==> config.mk <==
export PLATFORM = sky130hd
export DESIGN_NAME = gdb_ram
export DESIGN_NICKNAME = d
export VERILOG_FILES = /design/src/hdl/gdb_ram.sv
export SDC_FILE = /design/constraint.sdc
export NUM_CORES = 1
export LEC_CHECK = 0
export BUFFER_PORTS_ARGS = -buffer_cell sky130_fd_sc_hd__buf_2
export CAP_MARGIN = 10
export CORE_MARGIN = 2
export CORE_UTILIZATION = 50
export CTS_CLUSTER_DIAMETER = 200
export DETAILED_ROUTE_END_ITERATION = 8
export PLACE_DENSITY = 0.68
export SLEW_MARGIN = 20
export SYNTH_ARGS = -nofsm -noshare
export SYNTH_HDL_FRONTEND = slang
export SYNTH_SLANG_ARGS = --single-unit
==> constraint.sdc <==
create_clock -name clk_i -period 3.2 [get_ports clk_i]
set_clock_uncertainty 0.05 [all_clocks]
set_input_delay 0.64 -clock clk_i [delete_from_list [all_inputs] [get_ports clk_i]]
set_output_delay 0.64 -clock clk_i [all_outputs]
set_load 0.005 [all_outputs]
==> src/hdl/gdb_ram.sv <==
// ----------------------------------------------------------------------------
// Generic RAM
// One write port and one read port with registered read data.
// ----------------------------------------------------------------------------
module gdb_ram #(
  parameter int Width = 8,
  parameter int Depth = 64
) (
  input  logic                     clk_i,
  input  logic                     we_i,
  input  logic [$clog2(Depth)-1:0] waddr_i,
  input  logic [Width-1:0]         wdata_i,
  input  logic                     re_i,
  input  logic [$clog2(Depth)-1:0] raddr_i,
  output logic [Width-1:0]         rdata_o
);

  logic [Width-1:0] mem_q [Depth];
  logic [Width-1:0] rdata_q;

  // Storage write.
  always_ff @(posedge clk_i) begin
    if (we_i) begin
      mem_q[waddr_i] <= wdata_i;
    end
  end

  // Registered read; data holds while no read is issued.
  always_ff @(posedge clk_i) begin
    if (re_i) begin
      rdata_q <= mem_q[raddr_i];
    end
  end

  assign rdata_o = rdata_q;

endmodule

======== Word-level counts from Yosys, hierarchy flattened ========
Memories as Yosys holds them, arrays and structs flattened. A register that Yosys moved wholly into a read port is not among the register bits.
Index checks and enable logic that the tools add are counted.
operators by class
  div/mod/pow operators ................... 0
  equal/unequal tests ..................... 0
  shift-type cells ........................ 0
  muxes and demuxes ....................... 2
  bitwise logic cells ..................... 0
  reductions and logical operators ........ 0
  $mul .................................... 0
  magnitude comparators ................... 0
  add/sub/neg operators ................... 0
operators with widths
  operator  count
  $mux 1    2
word-level totals
  logic and storage cells ................. 3
  ROM bits ................................ 0
  bits in latches ......................... 0
  memories kept ........................... 1
  RAM bits ................................ 512
  flip-flop bits (word level) ............. 0
  input port bits ......................... 23
memories
  memory  words  width  rd ports  clocked after memory_dff  write ports  line  source
  mem_q   64     8      1         1                         1            18    logic [Width-1:0] mem_q [Depth];

======== Longest topological paths before layout ========
  depth in word-level cells ............... 2
  gate-level depth with buffers ........... 9

======== Worst setup path after synthesis ========
Ideal clock, no wire load.
  path type ............................... input to register
  start point ............................. input raddr_i[1]
  end point ............................... register rdata_q[3], in the netlist rdata_o[3] (read register of mem_q) (data pin)
  stages on the path ...................... 7
  arrival time ............................ 2.180 ns
  slack ................................... 0.704 ns
  library setup time ...................... 0.266 ns
  cell sequence ........................... buf_4 > buf_2 > buf_2 > mux4_2 > mux4_2 > o21ai_1 > o41ai_1
RTL lines
  element             line  source
  start: declaration  14    input logic [$clog2(Depth)-1:0] raddr_i,
  end: declaration    19    logic [Width-1:0] rdata_q;

==> metrics.yaml <==
run_status:
  outcome: "finished, final reports clean"
global_routing:
  antenna_found_initial: 3
  grt_pass1_vias: 10026
  grt_pass1_wl_um: 65200
  grt_max_degree: 65
  track_usage_pct: 21.8
  grt.overflow.total: 0
power:
  p_switching_w: 0.00289
  peakVddDrop_mv: 0.360
  swShare_pct: 20.7
  power_frac_seq_pct: 54.2
  power.internal_w: 0.0111
  power.density_mw_per_mm2: 602
  pwr-share-clk_pct: 40.7
  p_leak_nw: 7.46
  combinationalPowerShare_pct: 5.1
critical_path:
  endpoint_kind: "flop"
  setup.worst_path.start: "raddr_i[0]"
  critPathMaxFanout: 25
  crit_required_ps: 3470
  reg2reg_depth: 5
  regToRegSetupSlack_ps: 960
  r2r_end: "rdata_o[4]"
  worstSetupPathType: "primary input to flop"
  startpoint_type: "primary input"
  r2r_start: "mem_q[20][4]"
  critPathArrivalTime_ps: 2650
  cp-endpoint: "rdata_o[7]"
finish:
  synthToLayoutAreaGrowth_pct: 14.7
  nets: 1104
  layout-drive-gt1-share_pct: 31.3
  nFillCells: 2956
min_path:
  min_path_cells: 1
  hp-class: "primary input to flop"
cts:
  cts_resized: 0
  clkSlewWorstSetupHoldPaths_ps: 60
  cts_buffers: 51
  cts_setup_buffers: 0
  cts.sinks: 520
  cts_tree: "done"
  ctsRootBufferMaster: "clkbuf_16"
  clk_path_buf_depth: 3
  postCtsHoldBufs: 0
  htreeDepth: 2
  worst_skew_pair.late_latency_ps: 580
sta:
  min_period_ps: 2380
  fmax_ghz: 0.421
  finalHoldViolations: 0
  finalSetupTns_ps: 0
  rsz0062_at_grt: "false"
  worstMarginPinSlew_ps: 749
  finalSetupViolations: 0
  setup_ws_ps: 824
  finalCritPeriodShare_pct: 74.3
  relSlewSlack_pct: 49.9
  finalMaxSlewViolations: 0
placed_design:
  portBuffers: 30
  pre_cts_slack_ps: 188
  place.gp.congestion: 0.793
  detailed_place_hpwl_um: 28300
floorplan:
  die_area_sq_mm: 0.0421
  start_util_pct: 50.8
  die_w_um: 205
  boundaryPins: 31
  core-area_sq_mm: 0.0398
  fp.dieH_um: 205
  fp-row-count: 73
yosys:
  syn_inst: 940
  yosysUniqueCellTypes: 39
  synthArstFlopShare_pct: 0
  synth_top_cell_area_share_pct: 77.1
  synth_nets: 963
  syn_area_per_cell_sq_um: 21.5
  ys_ff_latch: 520
  syn-cell-area_sq_mm: 0.0202
  synth_most_common_cell: "edfxtp_1"
  synth_top_area_cell: "edfxtp_1"
  synth_area_leaders: "edfxtp_1 (77%), mux4_2 (14%), nor2_1 (1.5%)"
  synthFlopType: "edfxtp_1"
  yosysWarnings: 0
  synthTopCellsByCount: "edfxtp_1 (520), mux4_2 (126), nor2_1 (83), mux2i_1 (23), nand2_1 (19)"
  ys_seq_area_share_pct: 77.1
  synth_edf_count: 520
route:
  wl_per_cell_um: 27.0
  vias_per_cell: 5.98
  dr.pass1.iters: 5
  drcViolationCount: 0
  drt_wl_total_um: 44400
  ant_nets: 0
  num_vias: 9848
  drt_iter0_drc: 982
flow_run:
  maxCapViolCount: 0
==> worst max-delay path, cell delays in order <==
cell and delay [ps]:
clkbuf_8 260, buf_12 260, mux4_2 560, mux4_2 500, o21ai_0 290, nand2_1 80
==> layout make-up <==
cell class	count	area (sq um)	share of cell area, %
repair buffers	139	1050	4.52
diodes	1	2.50	0.0108
clock buffers	63	1360	5.87
well taps	525	657	2.83
flip-flops and latches	520	15600	67.2
clock inverters	31	224	0.964
multi-input cells	369	4320	18.6
==> per-stage QoR <==
step	utilization, %	hold WS [ps]	std cells	total power (W)	cell area (sq um)
after global placement	54.3	836	1553	0.00842	21600
after CTS	58.3	370	1647	0.0141	23200
after global routing	58.3	371	1647	0.0144	23200
after floorplan	-	689	940	0.00811	20200
after detailed placement	54.3	856	1553	0.00844	21600
final	58.3	400	1648	0.0140	23200
==> worst min path at each step <==
stage	from	endpoint	slack, ps
6_report	re_i	rdata_o[6]	400
3_5_place_dp	mem_q[4][7]	rdata_o[7]	860
3_3_place_gp	mem_q[31][4]	rdata_o[4]	840
2_1_floorplan	wdata_i[0]	mem_q[0][0]	690
5_1_grt	re_i	rdata_o[6]	370
4_1_cts	re_i	rdata_o[7]	370
==> cells in the final DEF, fill, tap and decap left out, types with 3 or more instances in the layout <==
cell / n
bufinv_16: 3
a21oi_1: 3
a22oi_1: 3
clkinv_1: 13
mux2_2: 13
nand3b_1: 3
nand2b_1: 7
nand3_1: 13
clkinv_2: 12
clkbuf_1: 10
a211oi_1: 4
mux2i_1: 23
buf_12: 5
a221oi_1: 6
clkbuf_16: 53
nand2_1: 19
nor3_1: 7
edfxtp_1: 520
o22ai_1: 8
mux4_2: 126
buf_4: 108
o221ai_1: 8
o2bb2ai_1: 3
buf_2: 25
nor2_1: 83
nor2b_1: 14
o2111ai_1: 3
==> power groups by stage <==
stage / Sequential [W] / Clock [W] / Combinational, W
after detailed placement: 0.00772 / 0 / 0.000718
after global placement: 0.00772 / 0 / 0.000703
final: 0.00757 / 0.00570 / 0.000713
after CTS: 0.00757 / 0.00578 / 0.000720
after global routing: 0.00757 / 0.00606 / 0.000758
after floorplan: 0.00771 / 0 / 0.000402
==> logic make-up after synthesis <==
kind of cell | after synthesis | share of synthesized area, %
buf+inv | 51 | 1.56
flops | 520 | 77.1
simple gates | 153 | 3.37
compound gates | 54 | 2.06
mux | 162 | 15.9
==> registers in the layout, indices dropped and copies added (netlist names) <==
name,flops
mem_q,512
rdata_o,8
==> layer usage <==
metal / GRT usage, % / part of all wire (%)
met5: 0 / 0.059
met4: 6.06 / 2.1
met3: 4.81 / 7.6
met2: 34.8 / 49
met1: 30.7 / 41
(Power assumes the default switching activity.)
