--- src/hdl/gdb_pkg.sv ---
// ----------------------------------------------------------------------------
// Graph traversal package
// Shared constants, command codes and structs of the traversal block.
// ----------------------------------------------------------------------------
package gdb_pkg;

  // Graph size and derived widths.
  localparam int NODE_MAX  = 64;
  localparam int VTX_W     = $clog2(NODE_MAX);
  localparam int CNT_W     = VTX_W + 1;
  localparam int FIELD_W   = 7;
  localparam int CFG_IDX_W = 2;

  // Find-first unit grouping.
  localparam int FFS_GRP    = 8;
  localparam int FFS_GRP_W  = $clog2(FFS_GRP);
  localparam int FFS_NGRP   = NODE_MAX / FFS_GRP;
  localparam int FFS_NGRP_W = VTX_W - FFS_GRP_W;

  // Command codes.
  localparam logic [1:0] KIND_ADD = 2'd0;
  localparam logic [1:0] KIND_DFS = 2'd1;
  localparam logic [1:0] KIND_BFS = 2'd2;
  localparam logic [1:0] KIND_CLR = 2'd3;

  // Register indexes.
  localparam logic [CFG_IDX_W-1:0] REG_NODE_COUNT   = 2'd0;
  localparam logic [CFG_IDX_W-1:0] REG_START_VERTEX = 2'd1;

  // Register reset values.
  localparam logic [FIELD_W-1:0] NODE_COUNT_RST = 7'd64;
  localparam logic [FIELD_W-1:0] START_RST      = 7'd1;

  // Order codes.
  localparam logic ORDER_DFS = 1'b0;
  localparam logic ORDER_BFS = 1'b1;

  // Request from the sequencer to the result stage.
  typedef struct packed {
    logic             prod;
    logic             done;
    logic [VTX_W-1:0] vtx;
    logic             okind;
  } emit_req_t;

  // Result of the find-first unit.
  typedef struct packed {
    logic             found;
    logic [VTX_W-1:0] idx;
  } ffs_res_t;

endpackage

--- src/hdl/gdb_emit.sv ---
// ----------------------------------------------------------------------------
// Result stage
// Holds each visited vertex back by one so that the final one carries last.
// ----------------------------------------------------------------------------
module gdb_emit (
  input  logic                          clk_i,
  input  logic                          rst_ni,
  input  gdb_pkg::emit_req_t            req_i,
  output logic                          result_valid_o,
  output logic [gdb_pkg::FIELD_W-1:0]   vertex_o,
  output logic                          order_kind_o,
  output logic                          last_o
);

  logic                        pend_vld_q, pend_vld_d;
  logic [gdb_pkg::VTX_W-1:0]   pend_vtx_q;
  logic                        pend_kind_q;
  logic                        out_vld_q, out_vld_d;
  logic [gdb_pkg::VTX_W-1:0]   out_vtx_q;
  logic                        out_kind_q;
  logic                        out_last_q, out_last_d;

  // A new vertex pushes the pending one out; the end of a run flushes it as last.
  always_comb begin
    pend_vld_d = pend_vld_q;
    out_vld_d  = 1'b0;
    out_last_d = 1'b0;
    if (req_i.prod) begin
      out_vld_d  = pend_vld_q;
      pend_vld_d = 1'b1;
    end else if (req_i.done) begin
      out_vld_d  = pend_vld_q;
      out_last_d = 1'b1;
      pend_vld_d = 1'b0;
    end
  end

  // Control state.
  always_ff @(posedge clk_i or negedge rst_ni) begin
    if (!rst_ni) begin
      pend_vld_q <= 1'b0;
      out_vld_q  <= 1'b0;
      out_last_q <= 1'b0;
    end else begin
      pend_vld_q <= pend_vld_d;
      out_vld_q  <= out_vld_d;
      out_last_q <= out_last_d;
    end
  end

  // Payload registers.
  always_ff @(posedge clk_i) begin
    if (req_i.prod || req_i.done) begin
      out_vtx_q  <= pend_vtx_q;
      out_kind_q <= pend_kind_q;
    end
    if (req_i.prod) begin
      pend_vtx_q  <= req_i.vtx;
      pend_kind_q <= req_i.okind;
    end
  end

  assign result_valid_o = out_vld_q;
  assign vertex_o       = gdb_pkg::FIELD_W'(out_vtx_q) + gdb_pkg::FIELD_W'(1);
  assign order_kind_o   = out_kind_q;
  assign last_o         = out_last_q;

endmodule

--- config.mk ---
export PLATFORM = sky130hd
export DESIGN_NAME = gdb_emit
export DESIGN_NICKNAME = d
export VERILOG_FILES = /design/src/hdl/gdb_pkg.sv /design/src/hdl/gdb_emit.sv
export SDC_FILE = /design/constraint.sdc
export NUM_CORES = 1
export LEC_CHECK = 0
export BUFFER_PORTS_ARGS = -buffer_cell sky130_fd_sc_hd__buf_2
export CAP_MARGIN = 30
export CORE_MARGIN = 4
export CORE_UTILIZATION = 45
export DETAILED_ROUTE_END_ITERATION = 8
export GPL_TIMING_DRIVEN = 1
export PLACE_DENSITY = 0.83
export REMOVE_ABC_BUFFERS = 1
export SETUP_SLACK_MARGIN = 0.4
export SYNTH_ARGS = -nofsm -noshare
export SYNTH_HDL_FRONTEND = slang
export SYNTH_SLANG_ARGS = --single-unit
--- constraint.sdc ---
create_clock -name clk_i -period 1 [get_ports clk_i]
set_input_delay 0.1 -clock clk_i [delete_from_list [all_inputs] [get_ports clk_i]]
set_output_delay 0.1 -clock clk_i [all_outputs]
set_load 0.005 [all_outputs]
# ---- Yosys cells after proc, flatten, opt, wreduce, memory -nomap -nowiden
# Cells that the tools add are included.
# Widths: inputs -> output; s select.
dict set report totals {
  reg_bits 17
  inputBits 11
  output_inout_bits 10
  elab_cells 16
}
dict set report classes {
  addsub 1
  muxes 6
  n_reduce_logical 2
}
# operator n
set op_table {}
lappend op_table {{$add 6x1->7 const B} 1}
lappend op_table {{$mux 1} 6}
lappend op_table {{$reduce_bool 2->1} 1}
lappend op_table {{$logic_or 1x1->1} 1}

# ---- Depth between registers and ports, before layout
dict set report depth {
  ltp_word 2
  ltp_mapped 3
  mapped_depth_nobuf 3
}

# ---- Worst setup path before layout
# No wires, ideal clock.
dict set report synth_timing {
  path_kind {register to output}
  start {reg out_vtx_q[0] (netlist bit)}
  end {out vertex_o[4] (netlist bit)}
  arrival_time_ns 0.867
  required_time_ns 0.900
  slack_ns 0.033
  stages_incl_launch_ff 4
  path_buffers 0
  path_cell_list {edfxtp_1 ha_1 nand3_1 xnor2_1}
}
dict set report synth_via {
  elab_chain_cells 1
}
# element line_no
set synth_rtl {}
lappend synth_rtl {{from (decl)} gdb_emit.sv:19} ;# logic [gdb_pkg::VTX_W-1:0] out_vtx_q;
lappend synth_rtl {{from (signal assigned)} gdb_emit.sv:54} ;# out_vtx_q <= pend_vtx_q;
lappend synth_rtl {{$add 6x1->7} gdb_emit.sv:64} ;# assign vertex_o = gdb_pkg::FIELD_W'(out_vtx_q) + gdb_pkg::FIELD_W'(1);
lappend synth_rtl {{to (decl)} gdb_emit.sv:10} ;# output logic [gdb_pkg::FIELD_W-1:0] vertex_o,
# No other way between the ends.

# ---- Worst setup path in the final report
# Same ends and word-level chain as after synthesis.

==> results_dict.tcl <==
set metrics [dict create \
    run_status "finished, violations left" \
    violations "hold timing, setup timing" \
    cap_viol_max_count 0 \
    stdcell_count 78 \
    crit_fanout 3 \
    dr.pass1.iters 4 \
    grt_pass1_vias 356 \
    drtAntennaViolNets 0 \
    antenna_found_initial 0 \
    dr_total_vias 360 \
    p_per_area_nw_per_um2 1650 \
    io_pins 21 \
    cts_hold_buffers 1 \
    grt_start_max_net_pins 10 \
    grt_pass1_wl_um 1480 \
    r2r-start "pend_vld_q$_DFFE_PN0P_" \
    synthToLayoutAreaGrowth_pct 38.8 \
    finalPower_mw 1.38 \
    postSynth.asyncResetShare 0.176 \
    synth_cells 33 \
    gp_congestion 0.645 \
    core.rowCount 12 \
    clockRootBuffer "clkbuf_4" \
    reg2reg_setup_slack_ns 0.37 \
    synth-adder-area-share 0.0207 \
    crit_arrival_ns 1.18 \
    ys_seq_area_frac 0.822 \
    path_cells "ha_2 > nand3_2 > xnor2_1 > buf_2" \
    final.setup.worst_slack_ns -0.280 \
    avgSynthCellArea_um2 18.3 \
    die-area_um2 1990 \
    clk_pin_slew_ns 0.09 \
    cp_slowest_cell "edfxtp_1" \
    synth_compound_area_frac 0.0124 \
    cts_sinks 17 \
    r2r-end "pend_vld_q$_DFFE_PN0P_" \
    hold_viol_final 2 \
    synthMuxAreaShare 0 \
    yosys.area_share.simple 0.0747 \
    synth_ff_type "edfxtp_1" \
    yosys-top-cells-area "edfxtp_1 70%, dfrtp_1 12%, xnor2_1 4.4%, nand3_1 2.5%, ha_1 2.1%" \
    synth_top_cell_area_share 0.697 \
    skew_ns 0.00498 \
    avgRoutedWirePerCell_um 11.8 \
    timing.hold.ws_ns -0.000796 \
    drive_gt1_frac 0.563 \
    insertedDiodeCount 0 \
    hpwl_um 717 \
    yosysTopAreaCell "edfxtp_1" \
    cts_tree "done" \
    synth.cell_area_um2 603 \
    leakagePower_nw 0.361 \
    synth_top_family_by_area "simple AND/OR/NAND/NOR gates" \
    clock_latency_ns 0.27 \
    synth_edf_count 14 \
    fillers 89 \
    cpPeakStageDelay_ns 0.40 \
    fin_crit_sh 1.28 \
    crit_path_end "vertex_o[4]" \
    max_slew.worst_pin.slew_ns 0.317 \
    gr-total-overflow 0 \
    drc_errors 0 \
    rsz0062_at_grt "yes" \
    wirelength_um 917 \
    ctsHtreeMaxLevel 1 \
    final_net_count 77 \
    die_x_um 44.6 \
    end_kind "output pin" \
    start_util 0.508 \
    r2r_cells 1 \
    synth-xor-area-share 0.0581 \
    drtIter0Drc 4 \
    cts_setup_buffers 0 \
    vias_per_cell 4.62 \
    yosys.cell_count.top_type "edfxtp_1" \
    grt_usage 0.109 \
    hp-class "primary input to register" \
    fin_util 0.706 \
    min_period_ns 1.28 \
    setup_viol 7 \
    place_inst 73 \
    ir_drop_mv 1.11 \
    path_class "register to output pin" \
    critPathRequiredTime_ns 0.90 \
    cp_num_buf_inv 1 \
    ys_ff_latch 17 \
    clock_path_buffers 2 \
    yosysWarningCount 0 \
    drv_slew 0 \
    slew_headroom 0.789 \
    start_kind "register" \
    placement.io_buffers 20 \
    fmax_mhz 781 \
    synth_common_cells "14 x edfxtp_1, 3 x dfrtp_1, 3 x nand3_1, 3 x xnor2_1, 2 x inv_1" \
    cp.depth 4 \
    cp-startpoint "out_vtx_q[0]$_DFFE_PP_" \
    fp.dieH_um 44.6 \
    core_um2 1190 \
    critPathTopFamily "flip-flops" \
    ys_types 13 \
    cts_buffers 3 \
]
-- placed cells by master (no fill, tap or decap) --
master / n
xor2_1: 1
and3_4: 2
dlygate4sd3_1: 1
buf_4: 6
ha_2: 1
nand3_2: 3
clkbuf_1: 1
buf_6: 1
edfxtp_1: 14
dfrtp_1: 3
inv_1: 2
a21o_1: 1
buf_2: 19
and2_4: 1
nor2_1: 1
xnor2_1: 3
clkbuf_4: 3
or2_1: 1
-- registers in the layout, indices dropped and copies added (netlist names) --
signal	count
out_vtx_q	6
pend_vtx_q	6
last_o	1
order_kind_o	1
pend_kind_q	1
pend_vld_q	1
result_valid_o	1
-- what timing repair did --
item | in CTS | in global routing
resized for setup | 7 | 1
pin swaps | 6 | 3
setup endpoints to repair | 19 | 19
endpoints found under the hold margin | 9 | 7
-- per-layer routing --
layer  routed length [µm]  up-vias  share of wire  track usage
met5                    0        -              0            0
met4                    7        0         0.0076       0.0542
met3                   90        2          0.098       0.0447
met2                  510       19           0.56        0.195
met1                  309      158           0.34        0.105
li1                     -      181              -            -
-- stage by stage --
stage	hold WS, ns	instance area (µm²)	setup WS [ns]	setup TNS, ns
after floorplan	-0.196	603	0.0330	0
final	-0.000796	837	-0.280	-1.57
after detailed placement	-0.101	766	-0.0651	-0.128
after global placement	-0.103	766	-0.0299	-0.0433
after global routing	-0.0147	837	-0.353	-2.07
after CTS	-0.0110	835	-0.301	-1.72
-- area by class of cell --
class / count / area [µm²] / share of cell area
flip-flops and latches: 17 / 495 / 0.592
clock buffers: 4 / 26.3 / 0.0314
well taps: 14 / 17.5 / 0.0209
repair buffers: 27 / 161 / 0.193
inverters: 2 / 7.51 / 0.00897
multi-input cells: 14 / 129 / 0.154
-- how the worst min path moves through the flow --
stage / cells past startpoint / start / to / slack, ns
6_report: 1 / req_i[0] / pend_kind_q$_DFFE_PP_ / -0.0008
5_1_grt: 1 / req_i[0] / pend_kind_q$_DFFE_PP_ / -0.01
4_1_cts: 1 / req_i[6] / pend_vtx_q[5]$_DFFE_PP_ / -0.01
3_5_place_dp: 1 / rst_ni / pend_vld_q$_DFFE_PN0P_ / -0.10
3_3_place_gp: 1 / rst_ni / result_valid_o$_DFF_PN0_ / -0.10
2_1_floorplan: 0 / rst_ni / last_o$_DFF_PN0_ / -0.20
-- cell families after synthesis --
group           count (synthesis)
xor+xnor                        4
compound gates                  1
buf+inv                         2
flops                          17
fa+ha+maj                       1
simple gates                    8
-- where the power goes --
part	switching [mW]	leakage [nW]	internal (mW)	total (mW)
sequential	0.0217	0.175	0.834	0.856
clock	0.180	0.0150	0.154	0.334
combinational	0.0812	0.171	0.110	0.191
total	0.283	0.361	1.10	1.38
Power figures use the tool's default switching activity.
