<file path="config.mk">
export PLATFORM = sky130hd
export DESIGN_NAME = gdb_ffs
export DESIGN_NICKNAME = d
export VERILOG_FILES = /design/src/hdl/gdb_pkg.sv /design/src/hdl/gdb_ffs.sv
export SDC_FILE = /design/constraint.sdc
export NUM_CORES = 1
export LEC_CHECK = 0
export ABC_AREA = 1
export BUFFER_PORTS_ARGS = -buffer_cell sky130_fd_sc_hd__buf_2
export CAP_MARGIN = 20
export CORE_MARGIN = 10
export CORE_UTILIZATION = 39
export DETAILED_ROUTE_END_ITERATION = 6
export PLACE_DENSITY = 0.8
export SLEW_MARGIN = 20
export SYNTH_ARGS = -nofsm -noshare
export SYNTH_HDL_FRONTEND = slang
export SYNTH_SLANG_ARGS = --single-unit
</file>
<file path="constraint.sdc">
create_clock -name vclk -period 1.6
set_input_delay 0.24 -clock vclk [all_inputs]
set_output_delay 0.24 -clock vclk [all_outputs]
set_load 0.02 [all_outputs]
</file>
<file path="src/hdl/gdb_pkg.sv">
// ----------------------------------------------------------------------------
// Graph traversal package
// Shared constants, command codes and structs of the traversal block.
// ----------------------------------------------------------------------------
package gdb_pkg;

  // Graph size and derived widths.
  localparam int NODE_MAX  = 64;
  localparam int VTX_W     = $clog2(NODE_MAX);
  localparam int CNT_W     = VTX_W + 1;
  localparam int FIELD_W   = 7;
  localparam int CFG_IDX_W = 2;

  // Find-first unit grouping.
  localparam int FFS_GRP    = 8;
  localparam int FFS_GRP_W  = $clog2(FFS_GRP);
  localparam int FFS_NGRP   = NODE_MAX / FFS_GRP;
  localparam int FFS_NGRP_W = VTX_W - FFS_GRP_W;

  // Command codes.
  localparam logic [1:0] KIND_ADD = 2'd0;
  localparam logic [1:0] KIND_DFS = 2'd1;
  localparam logic [1:0] KIND_BFS = 2'd2;
  localparam logic [1:0] KIND_CLR = 2'd3;

  // Register indexes.
  localparam logic [CFG_IDX_W-1:0] REG_NODE_COUNT   = 2'd0;
  localparam logic [CFG_IDX_W-1:0] REG_START_VERTEX = 2'd1;

  // Register reset values.
  localparam logic [FIELD_W-1:0] NODE_COUNT_RST = 7'd64;
  localparam logic [FIELD_W-1:0] START_RST      = 7'd1;

  // Order codes.
  localparam logic ORDER_DFS = 1'b0;
  localparam logic ORDER_BFS = 1'b1;

  // Request from the sequencer to the result stage.
  typedef struct packed {
    logic             prod;
    logic             done;
    logic [VTX_W-1:0] vtx;
    logic             okind;
  } emit_req_t;

  // Result of the find-first unit.
  typedef struct packed {
    logic             found;
    logic [VTX_W-1:0] idx;
  } ffs_res_t;

endpackage

</file>
<file path="src/hdl/gdb_ffs.sv">
// ----------------------------------------------------------------------------
// Find-first unit
// Returns the lowest set bit of a candidate vector, as a two-level search.
// ----------------------------------------------------------------------------
module gdb_ffs (
  input  logic [gdb_pkg::NODE_MAX-1:0] cand_i,
  output gdb_pkg::ffs_res_t            res_o
);

  logic [gdb_pkg::FFS_NGRP-1:0]  grp_any;
  logic [gdb_pkg::FFS_GRP_W-1:0] grp_idx [gdb_pkg::FFS_NGRP];

  // First level: lowest set bit inside each group of eight.
  always_comb begin
    for (int g = 0; g < gdb_pkg::FFS_NGRP; g++) begin
      grp_any[g] = |cand_i[g*gdb_pkg::FFS_GRP +: gdb_pkg::FFS_GRP];
      grp_idx[g] = '0;
      for (int j = gdb_pkg::FFS_GRP - 1; j >= 0; j--) begin
        if (cand_i[g*gdb_pkg::FFS_GRP + j]) begin
          grp_idx[g] = gdb_pkg::FFS_GRP_W'(j);
        end
      end
    end
  end

  // Second level: lowest group that holds a set bit.
  always_comb begin
    logic [gdb_pkg::FFS_NGRP_W-1:0] gsel;
    gsel = '0;
    for (int g = gdb_pkg::FFS_NGRP - 1; g >= 0; g--) begin
      if (grp_any[g]) begin
        gsel = gdb_pkg::FFS_NGRP_W'(g);
      end
    end
    res_o.found = |grp_any;
    res_o.idx   = {gsel, grp_idx[gsel]};
  end

endmodule

</file>
# After elaboration in Yosys (flattened, before gate mapping)
# Index checks and enable logic that the tools add are counted.
# Widths: inputs -> output; s select.
[word_totals]
elab_cells = 86
inputBits = 64
output_inout_bits = 7
ff_bits = 0
[classes]
muxes = 75
magnitude_cmp = 1
bitwise = 1
reduce_logical = 9
[ops]
columns = ["operator", "count"]
rows = [
  ["$mux 3", 74],
  ["$reduce_or 64->1", 1],
  ["$reduce_or 8->1", 8],
  ["$bmux 3 s3", 1],
  ["$ge 4x4->1 const B", 1],
  ["$not 3->4", 1],
]

# Longest topological paths before layout
# Gate-level depths: netlist of run 1.
[logic_depth]
depth_word = 13
ltp_mapped = 17
depth_no_buf = 16

# Worst setup path before layout of run 1
# No wires, ideal clock.
[synth_timing]
path_kind = "input-to-output"
startpoint = "input port cand_i[39] in the netlist's numbering"
endpoint = "output port res_o[2] in the netlist's numbering"
arrival_ns = 1.522
slack_ns = -0.162
path_buffers = 1
required_ns = 1.360
path_stages = 15
cell_sequence = "or2_1 > nor2_2 > nand2_1 > nor2_2 > nand2_1 > nand2_1 > nand2_2 > nand2_4 > nand2_4 > buf_6 > nand2_1 > nand3_1 > nand2_1 > nand2_1 > nand2_1"
[synth_lines]
columns = ["item", "line", "text"]
rows = [
  ["start: declaration", "gdb_ffs.sv:6", "input logic [gdb_pkg::NODE_MAX-1:0] cand_i,"],
  ["end: declaration", "gdb_ffs.sv:7", "output gdb_pkg::ffs_res_t res_o"],
]

==> impl_metrics.py, run 1 <==
metrics = {
    "floorplanning": {
        "die_h_um": 70.5,
        "die_area_mm2": 0.00497,
        "core_area_mm2": 0.00245,
        "start_util_pct": 40.5,
        "dieWidth_um": 70.5,
        "ios": 71,
        "num_rows": 18,
    },
    "worst_setup_path": {
        "critical-path-slowest-cell": "nor2_2",
        "worst_setup_path_end_kind": "output port",
        "path_cells": "buf_2 -> nor2_2 -> nand2_1 -> nor2_2 -> nand2_1 -> nand2_1 -> nand2_1 -> nand2_1 -> nand2_2 -> nand2_4 -> nand2_8 -> nor2_4 -> nor2_2 -> nor2_2 -> nand2_2 -> buf_6",
        "start_kind": "input pin",
        "worstPathArrival_ns": 1.82,
        "crit_top_cell": "nand2_1",
        "crit_fanout": 7,
        "crit_type": "in2out",
        "slowest_delay_ns": 0.15,
        "crit_required_ns": 1.36,
    },
    "grt": {
        "grt_max_degree": 10,
        "grt_pass1_wl_mm": 7.27,
        "gr-total-overflow": 0,
        "grt_pass1_vias": 1826,
        "gr-usage-all-layers_pct": 15.8,
        "antenna_found_initial": 0,
    },
    "drt": {
        "drc": 0,
        "wl_met2_mm": 2.62,
        "drtPass1Iterations": 4,
        "wl_met1_mm": 1.97,
        "drtIter0Drc": 84,
        "antenna_left": 0,
        "top_layer": "met4",
        "vias_per_cell": 5.14,
        "wl_mm": 5.10,
        "num_vias": 1888,
        "routed-wl-met3_um": 332,
        "post_drt_wl_per_cell_um": 13.9,
    },
    "yosys": {
        "synth_commonest_cells": "48 x nand2_1, 41 x inv_1, 30 x nor2_1",
        "yosysTopAreaCell": "nand2_1",
        "netlist_instances": 210,
        "synth_top_area_share_pct": 18.1,
        "yosys_warnings": 0,
        "synth.most_common_cell": "nand2_1",
        "yosysSeqAreaShare_pct": 0,
        "synth_area_um2": 995,
        "avgSynthCellArea_um2": 4.74,
        "ys_top_cells_by_area": "nand2_1 18%, inv_1 15%, nand3_1 13%, nor2_1 11%, a21oi_1 6.5%",
        "yosysUniqueCellTypes": 25,
        "syn-num-nets": 274,
    },
    "sta": {
        "final.period_utilization_pct": 129,
        "slew_viol_final": 0,
        "tns_ns": -1.91,
        "fin_ws_ns": -0.463,
        "maxSlewHeadroom_pct": 67.8,
        "setup_violations": 7,
        "rsz0062_at_grt": "true",
        "period_needed_ns": 2.06,
        "worst_pin_slew_ns": 0.480,
        "hold_violations": 0,
        "fmaxAchievable_mhz": 485,
        "hold_ws_ns": 0.967,
    },
    "job": {
        "cap_violations": 0,
    },
    "power": {
        "seqPwrFrac_pct": 0,
        "clockPowerShare_pct": 0,
        "p_int_uw": 184,
        "swShare_pct": 48.7,
        "powerDensity_mw_per_mm2": 174,
        "ir_worst_vdd_mv": 0.157,
        "combinationalPowerShare_pct": 100.0,
        "power_switching_uw": 175,
        "fin_total_pwr_uw": 359,
        "p_leak_nw": 1.13,
    },
    "place": {
        "dp_hpwl_mm": 3.50,
        "port_buffers": 71,
        "routabilityCongestion": 0.950,
        "dp.cells": 359,
    },
    "hold_path": {
        "hold_depth": 5,
        "min_to": "res_o[5]",
        "hold_class": "in2out",
        "min_from": "cand_i[13]",
    },
    "outcome": {
        "violations": "setup timing",
        "outcome": "complete, but fails checks",
    },
    "finish": {
        "clkbuf_count": 0,
        "seq_area_um2": 0,
        "flops_and_latches": 0,
        "n_antenna_cell": 0,
        "nets": 403,
        "drive_above_1_share_pct": 57.3,
        "fin_cells": 367,
        "syn_to_final_growth_pct": 107,
    },
    "clock_network": {
        "cts_hold_buffers": 0,
    },
}
area by class of cell:
class / count / area (um2)
fill: 162 / 394
timing repair buffer: 126 / 822
tap: 30 / 37.5
multi-input combinational: 168 / 1030
inverter: 43 / 166
cells in the final DEF, fill, tap and decap left out, drive strengths merged, types with 3 or more instances in the layout:
| cell type | synthesis | layout |
|---|---|---|
| buf | 1 | 126 |
| nand2 | 53 | 55 |
| o21ai | 13 | 13 |
| nand3 | 25 | 25 |
| inv | 42 | 43 |
| nand4 | 4 | 4 |
| o31ai | 5 | 5 |
| nor3 | 3 | 3 |
| nor4 | 3 | 3 |
| nor2 | 35 | 35 |
| o21bai | 5 | 5 |
| a21oi | 13 | 13 |
logic make-up (layout without fill, tap and decap cells):
kind of cell           after synthesis  after routing  synth area share (%)
AOI/OAI and AO/OA                   41             41                  24.5
and+or+nand+nor                    125            127                  58.0
buffers and inverters               44            169                  17.5
worst max-delay path by stage:
stage | start | endpoint | slack (ns)
after floorplan | cand_i[39] | res_o[2] | -0.13
after global placement | cand_i[39] | res_o[2] | -0.37
after detailed placement | cand_i[39] | res_o[2] | -0.44
after CTS | cand_i[39] | res_o[1] | -0.38
after global routing | cand_i[48] | res_o[0] | -0.61
final | cand_i[48] | res_o[1] | -0.46
critical path: cells and delay by family:
family | cells | cell delay (ns)
and+or+nand+nor | 14 | 1.33
buffers and inverters | 2 | 0.25
per-stage QoR:
stage                     worst slack (ns)  utilization, %  area [um2]
after global placement              -0.366            71.4        1750
after global routing                -0.611            83.9        2060
final                               -0.463            83.9        2060
after detailed placement            -0.443            71.4        1750
after floorplan                     -0.134               -        1000
after CTS                           -0.385            76.2        1870
timing repair:
item                                    CTS  global route
gates cloned                              2             0
gates resized for setup                  21            57
pin swaps                                 8            22
endpoints found under the setup margin    7             7
buffers inserted                          4             2
hold endpoints to repair                  0             0
power groups by stage:
| stage | sequential (mW) | clock, mW | combinational, mW |
|---|---|---|---|
| final | 0 | 0 | 0.359 |
| after global routing | 0 | 0 | 0.395 |
| after CTS | 0 | 0 | 0.319 |
| after detailed placement | 0 | 0 | 0.299 |
| after global placement | 0 | 0 | 0.291 |
| after floorplan | 0 | 0 | 0.113 |
metal layers:
metal  track usage, %  vias up
met5                0        -
met4            0.439        0
met3             3.11       16
met2             30.8       87
met1             17.8      840
li1                 -      945
Power figures use the tool's default switching activity.
==> run 2: changes to the inputs <==
--- a/config.mk
+++ b/config.mk
@@ -6,12 +6,14 @@
 export NUM_CORES = 1
 export LEC_CHECK = 0
 export ABC_AREA = 1
-export BUFFER_PORTS_ARGS = -buffer_cell sky130_fd_sc_hd__buf_2
 export CAP_MARGIN = 20
+export CELL_PAD_IN_SITES_DETAIL_PLACEMENT = 1
+export CELL_PAD_IN_SITES_GLOBAL_PLACEMENT = 1
 export CORE_MARGIN = 10
-export CORE_UTILIZATION = 39
+export CORE_UTILIZATION = 40
 export DETAILED_ROUTE_END_ITERATION = 6
-export PLACE_DENSITY = 0.8
+export DONT_BUFFER_PORTS = 1
+export PLACE_DENSITY_LB_ADDON = 0.1
 export SLEW_MARGIN = 20
 export SYNTH_ARGS = -nofsm -noshare
 export SYNTH_HDL_FRONTEND = slang
==> constraint.sdc (replaced) <==
create_clock -name vclk -period 2.2
set_input_delay 0.33 -clock vclk [all_inputs]
set_output_delay 0.33 -clock vclk [all_outputs]
set_load 0.02 [all_outputs]
==> run 2 against run 1 <==
The run now ends clean. Non-clock buffer count shrank 122. Final area shrank 48%. Cell count shrank 34%. Total power shrank 72%. Worst hold slack gained 0.012 ns. Global-route usage shrank 2.4 points. Worst setup slack gained 0.60 ns. Sequential share of layout area is the same. Wire length shrank 32%. Critical path depth shrank 2. Die area shrank 1.8%. Critical endpoint unchanged. Largest power group unchanged.
==> impl_metrics.py, run 2 (same netlist as run 1, synthesis figures left out) <==
metrics = {
    "outcome": {
        "outcome": "completed",
    },
    "sta": {
        "slew_viol_final": 0,
        "hold_violations": 0,
        "fmaxAchievable_mhz": 485,
        "worst_pin_slew_ns": 0.382,
        "setup_violations": 0,
        "maxSlewHeadroom_pct": 74.3,
        "period_needed_ns": 2.06,
        "fin_ws_ns": 0.138,
        "final.period_utilization_pct": 93.7,
    },
    "finish": {
        "flops_and_latches": 0,
        "layout_commonest_cell": "nand2_1",
        "seq_area_um2": 0,
        "stdcell_area_mm2": 0.00108,
        "n_antenna_cell": 0,
        "drive_above_1_share_pct": 11.3,
        "nets": 279,
        "fin_util_pct": 44.3,
        "layout_common_cells": "45 x nand2_1, 41 x inv_1, 26 x nor2_1, 25 x nand3_1",
        "clkbuf_count": 0,
        "fin_cells": 243,
        "syn_to_final_growth_pct": 8.30,
    },
    "worst_setup_path": {
        "critical-path-slowest-cell": "or2_1",
        "worstPathArrival_ns": 1.73,
        "path_cells": "or2_1 -> nor2_2 -> nand2_1 -> nor2_2 -> nand2_1 -> nand2_1 -> nand2_2 -> nand2_4 -> nand2_8 -> nand2_1 -> nand2_1 -> nor2_1 -> nor2_1 -> nand2_2",
        "start_kind": "input pin",
        "worst_setup_path_end_kind": "output port",
        "slowest_delay_ns": 0.23,
        "crit_type": "in2out",
        "cp-startpoint": "cand_i[39]",
        "crit_top_cell": "nand2_1",
        "crit_fanout": 13,
        "crit_required_ns": 1.87,
    },
    "drt": {
        "antenna_left": 0,
        "post_drt_wl_per_cell_um": 14.3,
        "drc": 0,
        "drtIter0Drc": 25,
        "num_vias": 1322,
        "wl_mm": 3.49,
        "vias_per_cell": 5.44,
        "drtPass1Iterations": 4,
    },
    "power": {
        "powerDensity_mw_per_mm2": 93.5,
        "fin_total_pwr_uw": 101,
        "ir_worst_vdd_mv": 0.0389,
        "p_leak_nw": 0.571,
    },
    "place": {
        "place_area_mm2": 0.00105,
        "dp_hpwl_mm": 3.19,
        "place_ws_ns": 0.0773,
        "routabilityCongestion": 0.836,
        "dp.cells": 243,
        "port_buffers": 0,
    },
    "clock_network": {
        "cts_hold_buffers": 0,
        "post_cts_buffers": 0,
    },
    "floorplanning": {
        "dieWidth_um": 69.9,
        "core_area_mm2": 0.00243,
        "die_h_um": 69.9,
        "start_util_pct": 40.9,
        "ios": 71,
        "num_rows": 18,
        "die_area_mm2": 0.00488,
    },
    "grt": {
        "grt_pass1_vias": 1424,
        "grt_max_degree": 14,
        "gr-usage-all-layers_pct": 13.4,
        "gr-total-overflow": 0,
        "grt_pass1_wl_mm": 6.07,
        "antenna_found_initial": 0,
    },
    "hold_path": {
        "min_from": "cand_i[0]",
        "hold_depth": 5,
        "hold_class": "in2out",
    },
    "job": {
        "cap_violations": 0,
    },
}
## run 2: worst paths after layout
| path | slack (ns) | to |
|---|---|---|
| worst max-delay path | 0.14 | res_o[1] |
| worst min-delay path | 0.98 | res_o[0] |
## run 2: layer usage
layer	global-route usage [%]	share of wire [%]	vias up
met5	0	0	-
met2	25.1	51	38
met1	15.5	40	591
met4	0	0	0
li1	-	-	693
met3	3.81	9.2	0
## run 2: report_power, final
part | switching (mW) | total (mW) | leakage, nW | internal, mW
Clock | 0 | 0 | 0 | 0
Combinational | 0.0626 | 0.101 | 0.571 | 0.0382
Sequential | 0 | 0 | 0 | 0
## run 2: worst max-delay path, delay by kind of cell
family / cells / cell delay (ns)
and+or+nand+nor: 14 / 1.38
## run 2: layout make-up
cell class,count,area (um2)
fillers,389,1360
inverters,43,163
multi-input cells,166,847
well taps,30,37.5
repair buffers,4,30.0
## run 2: metrics by stage
step / hold WS [ns] / TNS, ns
finish: 0.979 / 0
global route: 1.01 / -0.00895
CTS: 0.984 / 0
detailed placement: 0.981 / 0
global placement: 0.978 / 0
floorplan: 0.870 / 0
## run 2: timing repair
item,in CTS,in global routing
endpoints found under the setup margin,0,3
hold endpoints to repair,0,0
gates resized for setup,0,8
==> run 3: changes to the inputs <==
--- a/config.mk
+++ b/config.mk
@@ -5,15 +5,16 @@
 export SDC_FILE = /design/constraint.sdc
 export NUM_CORES = 1
 export LEC_CHECK = 0
-export ABC_AREA = 1
 export CAP_MARGIN = 20
 export CELL_PAD_IN_SITES_DETAIL_PLACEMENT = 1
 export CELL_PAD_IN_SITES_GLOBAL_PLACEMENT = 1
 export CORE_MARGIN = 10
-export CORE_UTILIZATION = 40
+export CORE_UTILIZATION = 45
 export DETAILED_ROUTE_END_ITERATION = 6
 export DONT_BUFFER_PORTS = 1
+export GPL_TIMING_DRIVEN = 0
 export PLACE_DENSITY_LB_ADDON = 0.1
+export REMOVE_ABC_BUFFERS = 1
 export SLEW_MARGIN = 20
 export SYNTH_ARGS = -nofsm -noshare
 export SYNTH_HDL_FRONTEND = slang
==> run 3 against run 2 <==
The run now ends with setup timing left. Clock-buffer cell count did not move. Worst setup slack worse by 0.42 ns. Non-clock buffer count is 7 higher. Cell count fell by 26%. Largest power group unchanged. Largest cell class unchanged.
==> impl_metrics.py, run 3 <==
metrics = {
    "finish": {
        "n_antenna_cell": 0,
        "flops_and_latches": 0,
        "layout_commonest_cell": "nor2_1",
        "fin_util_pct": 60.0,
        "drive_above_1_share_pct": 30.7,
        "layout_common_cells": "17 x nor2_1, 15 x inv_1, 15 x a21oi_1, 14 x nor3_1",
        "clkbuf_count": 0,
        "multiInputGateArea_mm2": 0.00112,
        "nets": 219,
        "seq_area_um2": 0,
        "syn_to_final_growth_pct": 29.0,
        "fin_cells": 181,
        "n_fill_cell": 287,
    },
    "sta": {
        "final.period_utilization_pct": 113,
        "slew_viol_final": 0,
        "setup_violations": 3,
        "fin_ws_ns": -0.286,
        "worst_pin_slew_ns": 0.572,
        "maxSlewHeadroom_pct": 61.7,
        "rsz0062_at_grt": "true",
        "hold_violations": 0,
        "period_needed_ns": 2.49,
        "fmaxAchievable_mhz": 402,
    },
    "yosys": {
        "yosysTopAreaCell": "nor4_4",
        "synth_commonest_cells": "18 x nor2_1, 16 x a21oi_1, 15 x inv_1",
        "yosysUniqueCellTypes": 43,
        "yosysSeqAreaShare_pct": 0,
        "synth.most_common_cell": "nor2_1",
        "avgSynthCellArea_um2": 7.10,
        "netlist_instances": 142,
        "synth_area_mm2": 0.00101,
        "ys_top_cells_by_area": "nor4_4 8.4%, a21oi_1 7.9%, nor4_2 7.4%, nor3_1 6.9%, nor2_1 6.7%",
        "yosys_warnings": 0,
        "synth_top_area_share_pct": 8.44,
    },
    "floorplanning": {
        "ios": 71,
        "die_h_um": 67.3,
        "start_util_pct": 46.5,
        "core_area_mm2": 0.00217,
        "die_area_mm2": 0.00453,
        "num_rows": 17,
        "dieWidth_um": 67.3,
    },
    "power": {
        "ir_worst_vdd_mv": 0.0365,
        "power_switching_uw": 43.5,
        "seqPwrFrac_pct": 0,
        "p_int_uw": 48.1,
        "powerDensity_mw_per_mm2": 70.4,
        "combinationalPowerShare_pct": 100.0,
        "p_leak_nw": 0.405,
        "clockPowerShare_pct": 0,
        "swShare_pct": 47.4,
    },
    "drt": {
        "drc": 0,
        "wl_mm": 4.20,
        "drtPass1Iterations": 4,
        "num_vias": 1260,
        "antenna_left": 0,
        "drtIter0Drc": 22,
        "post_drt_wl_per_cell_um": 23.2,
        "vias_per_cell": 6.96,
    },
    "grt": {
        "gr-total-overflow": 0,
        "grt_pass1_wl_mm": 6.48,
        "antenna_found_initial": 0,
        "grt_max_degree": 8,
        "grt_pass1_vias": 1397,
        "gr-usage-all-layers_pct": 17.3,
    },
    "place": {
        "dp_hpwl_mm": 3.16,
        "dp.cells": 170,
        "port_buffers": 0,
        "routabilityCongestion": 0.863,
    },
    "worst_setup_path": {
        "worstPathArrival_ns": 2.16,
        "crit_required_ns": 1.87,
        "cp-startpoint": "cand_i[38]",
        "crit_type": "in2out",
        "start_kind": "input pin",
        "endpoint": "res_o[2]",
        "worst_setup_path_end_kind": "output port",
        "crit_fanout": 5,
    },
    "job": {
        "cap_violations": 0,
    },
    "hold_path": {
        "hold_class": "in2out",
    },
    "clock_network": {
        "cts_hold_buffers": 0,
    },
    "outcome": {
        "outcome": "complete, but fails checks",
        "violations": "setup timing",
    },
}
[run 3: cell types whose count changed after synthesis, sizes merged, moves of 4 or more]
cell,change
nor2,-17
or4,+6
inv,-27
a21oi,+4
o21ai,-12
nor3,+11
a211oi,+5
nor4,+12
nand3,-24
nand2,-49
[run 3: area by class of cell]
cell class	count	share of cell area, %
tap	28	2.69
timing repair buffer	11	6.63
inverter	15	4.33
multi-input combinational	127	86.3
[run 3: critical path: stages]
cell      delay [ns]
or4_4           0.56
nor4b_4         0.33
a21o_1          0.18
and2b_4         0.24
a311oi_2        0.14
a211oi_4        0.37
[run 3: power by group through the flow]
| stage | sequential, mW | combinational, mW | clock, mW |
|---|---|---|---|
| floorplan | 0 | 0.0669 | 0 |
| CTS | 0 | 0.0877 | 0 |
| finish | 0 | 0.0916 | 0 |
| detailed placement | 0 | 0.0784 | 0 |
| global route | 0 | 0.102 | 0 |
| global placement | 0 | 0.0754 | 0 |
[run 3: metal layers]
metal | vias up | GRT usage, % | share of wire [%]
met5 | - | 0 | 0
met4 | 0 | 4.36 | 2.5
met3 | 10 | 6.78 | 12
met2 | 56 | 32.5 | 52
met1 | 599 | 17.5 | 34
li1 | 595 | - | -
[run 3: kinds of logic (layout without fill, tap and decap cells)]
kind of cell           Yosys count  count (layout)  share of synthesized area [%]
AND/OR/NAND/NOR                 75              75                           54.2
buffers and inverters           15              26                           5.58
AO/OA/AOI/OAI                   50              50                           38.2
multiplexers                     2               2                           1.99
[run 3: worst min-delay path by stage]
stage | slack (ns) | startpoint | depth (start not counted) | endpoint
2_1_floorplan | 0.91 | cand_i[2] | 3 | res_o[3]
3_3_place_gp | 0.97 | cand_i[18] | 3 | res_o[5]
3_5_place_dp | 0.97 | cand_i[18] | 3 | res_o[5]
4_1_cts | 0.91 | cand_i[10] | 3 | res_o[5]
5_1_grt | 0.94 | cand_i[40] | 2 | res_o[0]
6_report | 0.92 | cand_i[10] | 3 | res_o[5]
[run 3: repair_timing]
item / 4_1_cts / 5_1_grt
gates resized for setup: 21 / 7
pin swaps: 14 / 7
setup endpoints to repair: 3 / 3
setup buffers: 7 / 4
[run 3: metrics by stage]
stage	power (mW)	setup slack, ns	hold slack [ns]	instance area (um2)	TNS [ns]
final	0.0916	-0.286	0.923	1300	-0.784
after global routing	0.102	-0.350	0.943	1300	-0.975
after CTS	0.0877	-0.214	0.913	1220	-0.570
after detailed placement	0.0784	-0.779	0.973	1040	-1.78
after global placement	0.0754	-0.753	0.969	1040	-1.69
after floorplan	0.0669	-0.488	0.906	1010	-0.922
